File: src/hw/rtl/emfo_pkg.sv
// Shared types, constants and arithmetic helpers of the back-EMF speed and angle observer.
package emfo_pkg;

   localparam int CSR_ADDR_W = 5;
   localparam int CSR_DATA_W = 32;

   localparam logic [2:0] REG_RESISTANCE  = 3'd0;
   localparam logic [2:0] REG_D_IND       = 3'd1;
   localparam logic [2:0] REG_Q_IND       = 3'd2;
   localparam logic [2:0] REG_FLUX        = 3'd3;
   localparam logic [2:0] REG_SAMPLE      = 3'd4;
   localparam logic [2:0] REG_LAMBDA      = 3'd5;
   localparam logic [2:0] REG_BASE_BW     = 3'd6;
   localparam logic [2:0] REG_BW_SLOPE    = 3'd7;

   localparam logic [31:0] RST_SAMPLE  = 32'd429497;
   localparam logic [30:0] RST_LAMBDA  = 31'd131072;
   localparam logic [30:0] RST_BASE_BW = 31'd25735867;
   localparam logic [30:0] RST_SLOPE   = 31'd262144;

   // Angle wrap limits in Q16.16.
   localparam logic [31:0] ANG_PI     = 32'd205887;
   localparam logic [31:0] ANG_TWO_PI = 32'd411775;

   // Reciprocal of 2*pi scaled by 2^50; the product with a 32-bit magnitude
   // gives the wrap count in bits 63:50, low by at most one.
   localparam logic [31:0] WRAP_RECIP = 32'((64'd1 << 50) / 64'(ANG_TWO_PI));

   localparam int DIV_DVD_W = 48;
   localparam int DIV_DSR_W = 32;
   localparam int DIV_CNT_W = 6;

   typedef struct packed {
      logic [30:0] resistance;
      logic [30:0] d_inductance;
      logic [30:0] q_inductance;
      logic [30:0] flux_linkage;
      logic [31:0] sample_period;
      logic [30:0] lambda_gain;
      logic [30:0] base_bandwidth;
      logic [30:0] bandwidth_slope;
   } cfg_type;

   typedef struct packed {
      logic                 start;
      logic [DIV_DVD_W-1:0] dividend;
      logic [DIV_DSR_W-1:0] divisor;
   } div_req_type;

   typedef struct packed {
      logic                 busy;
      logic [DIV_DVD_W-1:0] quotient;
   } div_rsp_type;

   typedef enum logic [4:0] {
      ST_IDLE,
      ST_RID,
      ST_WLQ,
      ST_RIQ,
      ST_P3,
      ST_ED,
      ST_P5,
      ST_P8,
      ST_EQ,
      ST_NUM,
      ST_BW,
      ST_ANG,
      ST_XPR,
      ST_QE,
      ST_RM,
      ST_WQ,
      ST_ML,
      ST_MH,
      ST_SPD,
      ST_WM
   } state_type;

   function automatic logic signed [31:0] sat32(input logic signed [63:0] x);
      logic signed [31:0] r;
      if (x > 64'sd2147483647) r = 32'sh7fffffff;
      else if (x < -64'sd2147483648) r = 32'sh80000000;
      else r = x[31:0];
      return r;
   endfunction

   // Q16.16 product: round half toward plus infinity, then saturate.
   function automatic logic signed [31:0] qround(input logic signed [65:0] p);
      logic signed [65:0] t;
      t = (p + 66'sd32768) >>> 16;
      return sat32(t[63:0]);
   endfunction

endpackage

File: src/hw/rtl/emfo_csr.sv
// APB-style configuration register file of the observer.
module emfo_csr (
   input  logic                              clock,
   input  logic                              reset,
   input  logic                              csr_psel,
   input  logic                              csr_penable,
   input  logic                              csr_pwrite,
   input  logic [emfo_pkg::CSR_ADDR_W-1:0]   csr_paddr,
   input  logic [emfo_pkg::CSR_DATA_W-1:0]   csr_pwdata,
   output logic [emfo_pkg::CSR_DATA_W-1:0]   csr_prdata,
   output logic                              csr_pready,
   output emfo_pkg::cfg_type                 cfg
);
   emfo_pkg::cfg_type cfg_ff, cfg_in;
   logic [2:0] idx;
   logic       wr;

   assign idx = csr_paddr[4:2];
   assign wr = csr_psel && csr_penable && csr_pwrite;
   assign csr_pready = 1'b1;
   assign cfg = cfg_ff;

   always_comb begin
      cfg_in = cfg_ff;
      if (wr) begin
         case (idx)
            emfo_pkg::REG_RESISTANCE: cfg_in.resistance = csr_pwdata[30:0];
            emfo_pkg::REG_D_IND:      cfg_in.d_inductance = csr_pwdata[30:0];
            emfo_pkg::REG_Q_IND:      cfg_in.q_inductance = csr_pwdata[30:0];
            emfo_pkg::REG_FLUX:       cfg_in.flux_linkage = csr_pwdata[30:0];
            emfo_pkg::REG_SAMPLE:     cfg_in.sample_period = csr_pwdata;
            emfo_pkg::REG_LAMBDA:     cfg_in.lambda_gain = csr_pwdata[30:0];
            emfo_pkg::REG_BASE_BW:    cfg_in.base_bandwidth = csr_pwdata[30:0];
            emfo_pkg::REG_BW_SLOPE:   cfg_in.bandwidth_slope = csr_pwdata[30:0];
            default: cfg_in = cfg_ff;
         endcase
      end
   end

   always_comb begin
      case (idx)
         emfo_pkg::REG_RESISTANCE: csr_prdata = {1'b0, cfg_ff.resistance};
         emfo_pkg::REG_D_IND:      csr_prdata = {1'b0, cfg_ff.d_inductance};
         emfo_pkg::REG_Q_IND:      csr_prdata = {1'b0, cfg_ff.q_inductance};
         emfo_pkg::REG_FLUX:       csr_prdata = {1'b0, cfg_ff.flux_linkage};
         emfo_pkg::REG_SAMPLE:     csr_prdata = cfg_ff.sample_period;
         emfo_pkg::REG_LAMBDA:     csr_prdata = {1'b0, cfg_ff.lambda_gain};
         emfo_pkg::REG_BASE_BW:    csr_prdata = {1'b0, cfg_ff.base_bandwidth};
         emfo_pkg::REG_BW_SLOPE:   csr_prdata = {1'b0, cfg_ff.bandwidth_slope};
         default:                  csr_prdata = '0;
      endcase
   end

   always_ff @(posedge clock) begin
      if (reset) begin
         cfg_ff.resistance      <= '0;
         cfg_ff.d_inductance    <= '0;
         cfg_ff.q_inductance    <= '0;
         cfg_ff.flux_linkage    <= '0;
         cfg_ff.sample_period   <= emfo_pkg::RST_SAMPLE;
         cfg_ff.lambda_gain     <= emfo_pkg::RST_LAMBDA;
         cfg_ff.base_bandwidth  <= emfo_pkg::RST_BASE_BW;
         cfg_ff.bandwidth_slope <= emfo_pkg::RST_SLOPE;
      end else begin
         cfg_ff <= cfg_in;
      end
   end
endmodule

File: config.mk
export PLATFORM = sky130hd
export DESIGN_NAME = emfo_csr
export DESIGN_NICKNAME = d
export VERILOG_FILES = /design/src/hw/rtl/emfo_pkg.sv /design/src/hw/rtl/emfo_csr.sv
export SDC_FILE = /design/constraint.sdc
export NUM_CORES = 1
export LEC_CHECK = 0
export ABC_CLOCK_PERIOD_IN_PS = 4100
export BUFFER_PORTS_ARGS = -buffer_cell sky130_fd_sc_hd__buf_2
export CAP_MARGIN = 20
export CORE_UTILIZATION = 45
export DETAILED_ROUTE_END_ITERATION = 10
export PLACE_DENSITY = 0.71
export SYNTH_ARGS = -nofsm -noshare
export SYNTH_HDL_FRONTEND = slang
export SYNTH_SLANG_ARGS = --single-unit
export TNS_END_PERCENT = 50
File: constraint.sdc
create_clock -name clock -period 4.1 [get_ports clock]
set_input_delay 0.82 -clock clock [delete_from_list [all_inputs] [get_ports clock]]
set_output_delay 0.82 -clock clock [all_outputs]
set_load 0.02 [all_outputs]
==> reports/results.ini <==
[final_layout]
antenna_cells = 0
fin_area_sq_mm = 0.0135
drive_gt1_frac = 0.253
stdcell_count = 1997
area_growth_pct = 22.8
fin_nets = 1700
largest_reg_flops = 249

[critical_path]
worstPathArrival_ns = 2.81
worst-path-max-fanout = 22
crit_top_cell = buf_4
cp-end-kind = primary output
worstRegToRegCells = 2
worstPathCellList = buf_4, nand2b_1, nor2_2, buf_4, a221oi_1, nor2_1, buf_2
worstReg2RegEnd = cfg[163]
cp_slowest_stage_delay_ns = 0.81
crit_required_ns = 3.28
timing.setup.critical_path_class = in -> out
timing.rr.start = cfg[163]
r2r_slack_ns = 3.33
cp_slowest_cell = nor2_2
startpoint_type = input pin

[clock_network]
cts_tree = built
numCtsBuffers = 27
path_clk_slew_ns = 0.06
post_cts_resized = 0
hold_buffers = 0
cts_setup_buffers = 0
cts-htree-levels = 1
clock-sinks = 249
worst_skew_pair.late_latency_ns = 0.52
cts_buffer_depth = 3
clockRootBuffer = clkbuf_16

[route]
drtPass1Iterations = 5
drt_iter0_drc = 910
wl_mm = 40.9
drtAntennaViolNets = 0
detail_route.vias_per_cell = 5.65
vias = 11300
wire_per_inst_um = 20.5
drc = 0

[timing]
relSlewSlack = 0.263
fin_setup_tns_ns = 0
rsz0062_at_grt = no
finalSetupViolations = 0
hold_viol = 0
fin_ws_ns = 0.473
tightest_slew_ns = 1.10
clock.fmax_mhz = 276
post-route-period-util = 0.885
final_max_slew_viol_count = 0
skew_ns = 0
fin_crit_ns = 3.63

[power_and_ir_drop]
power_density_mw_per_mm2 = 408
ir_drop_v = 0.000294
leakagePower_nw = 5.73

[floorplan]
rows = 56
die_h_um = 158
core_sq_mm = 0.0237
die_area_sq_mm = 0.0250
fp.dieW_um = 158
io_pins = 324
start_util = 0.464

[run_status]
status = completed

[grt]
grt_use_met3 = 0.0533
busiest_layer = met2
grt_pass1_wl_mm = 60.6
grtUsageMet1 = 0.414
gr-usage-met2 = 0.518
antenna_found_initial = 0
grt_overflow_total = 0
grtUsageTotal = 0.317
grt_pass1_vias = 10500
grt_max_degree = 103

[min_path]
min_path_cells = 2
min_from = cfg[236]
whs_endpoint = cfg[236]
hold_class = reg -> reg

[yosys]
synthCells = 1439
yosys_warnings = 0
yosys_register_bits = 249
yosysUniqueCellTypes = 37
yosysSeqAreaShare = 0.454
synth_area_sq_mm = 0.0110
synth_nets = 1481
postSynthAreaPerCell_sq_um = 7.64

[place]
hpwlAfterDp_mm = 25.8
port_buffers = 320
dp_cells = 1948
dp_slack_ns = 0.543
gp_congestion = 0.842
place_area_sq_mm = 0.0125

[job]
cap_violations = 0

[cell families after synthesis]
kind of cell | synth area share
AO/OA/AOI/OAI | 0.186
multiplexers | 0.0496
AND/OR/NAND/NOR | 0.231
other | 0.000341
flip-flops | 0.454
buffers and inverters | 0.0795
[synth_stat cells, drive strengths merged]
cell,number,area share
a22o,33,0.026
o22a,4,0.0032
nor3,2,0.0018
nand2b,11,0.0063
mux2,20,0.020
nand3,1,0.00046
inv,27,0.0092
a41oi,1,0.00080
o21bai,1,0.00068
buf,102,0.052
conb,1,0.00034
a22oi,6,0.0041
nor2,60,0.020
a21o,1,0.00068
or2,6,0.0034
o22ai,4,0.0023
a211oi,4,0.0027
dfxtp,249,0.45
nand4,2,0.0017
and2,1,0.00057
nand4b,1,0.0022
or3,3,0.0017
a21oi,236,0.11
nand2,502,0.17
clkbuf,52,0.018
nor2b,4,0.0023
nand3b,26,0.018
nor3b,1,0.00068
a221oi,46,0.038
mux2i,32,0.029
[critical path: cells and delay by family]
family	cells	cell delay, ns
AO/OA/AOI/OAI	1	0.12
buffers and inverters	3	0.71
AND/OR/NAND/NOR	3	1.14
[cells in the final DEF (no fill, tap or decap), types with 2 or more instances in the layout]
cell type | synthesis | layout
nand2_1 | 502 | 502
buf_2 | 86 | 316
dfxtp_1 | 249 | 249
a21oi_1 | 236 | 236
nor2_1 | 60 | 53
a221oi_1 | 44 | 44
a22o_1 | 33 | 33
mux2i_1 | 32 | 32
inv_1 | 27 | 27
clkbuf_16 | 0 | 27
nand3b_1 | 26 | 26
buf_4 | 7 | 24
nand2b_1 | 11 | 11
mux2_2 | 11 | 11
mux2_1 | 9 | 9
clkbuf_8 | 0 | 9
a22oi_1 | 6 | 6
nor2_4 | 0 | 6
or2_2 | 5 | 6
clkinv_2 | 0 | 5
o22ai_1 | 4 | 4
a211oi_1 | 4 | 4
o22a_1 | 4 | 4
bufinv_16 | 0 | 4
nor2b_1 | 4 | 3
or3_2 | 0 | 3
buf_12 | 0 | 3
a221oi_2 | 2 | 2
nor3_4 | 0 | 2
clkbuf_1 | 52 | 2
[power breakdown]
| part | total, mW | switching [mW] | internal [mW] |
|---|---|---|---|
| logic | 0.418 | 0.297 | 0.121 |
| registers | 2.45 | 0.0162 | 2.44 |
| clock network | 2.62 | 1.01 | 1.62 |
| total | 5.50 | 1.32 | 4.18 |
[metal layers]
layer | share of wire | wire, um | up-vias
met5 | 0 | 0 | -
met4 | 0.038 | 1560 | 0
met2 | 0.46 | 18600 | 644
met3 | 0.097 | 3950 | 110
met1 | 0.41 | 16700 | 5312
li1 | - | - | 5213
[through the flow]
step / power, mW / hold slack, ns / utilization
2_1_floorplan: 2.79 / 0.540 / -
3_3_place_gp: 2.92 / 0.450 / 0.529
3_5_place_dp: 2.92 / 0.457 / 0.529
4_1_cts: 5.51 / 0.465 / 0.570
5_1_grt: 5.65 / 0.483 / 0.570
6_report: 5.50 / 0.466 / 0.570
[area by class of cell]
| cell class | instances | area (sq um) |
|---|---|---|
| clock buffers | 38 | 807 |
| clock inverters | 11 | 161 |
| fillers | 2264 | 10200 |
| inverters | 27 | 101 |
| multi-input cells | 1009 | 5200 |
| flip-flops and latches | 249 | 4980 |
| well taps | 319 | 399 |
| repair buffers | 344 | 1830 |
[worst max path at each step]
stage	from	end	slack [ns]	cells past startpoint
floorplan	csr_paddr[2]	csr_prdata[13]	1.21	7
global placement	csr_paddr[4]	csr_prdata[5]	0.57	7
detailed placement	csr_paddr[4]	csr_prdata[5]	0.54	7
CTS	csr_paddr[4]	csr_prdata[5]	0.54	7
global route	csr_paddr[4]	csr_prdata[8]	0.42	7
finish	csr_paddr[4]	csr_prdata[5]	0.47	7
(Power assumes the default switching activity.)
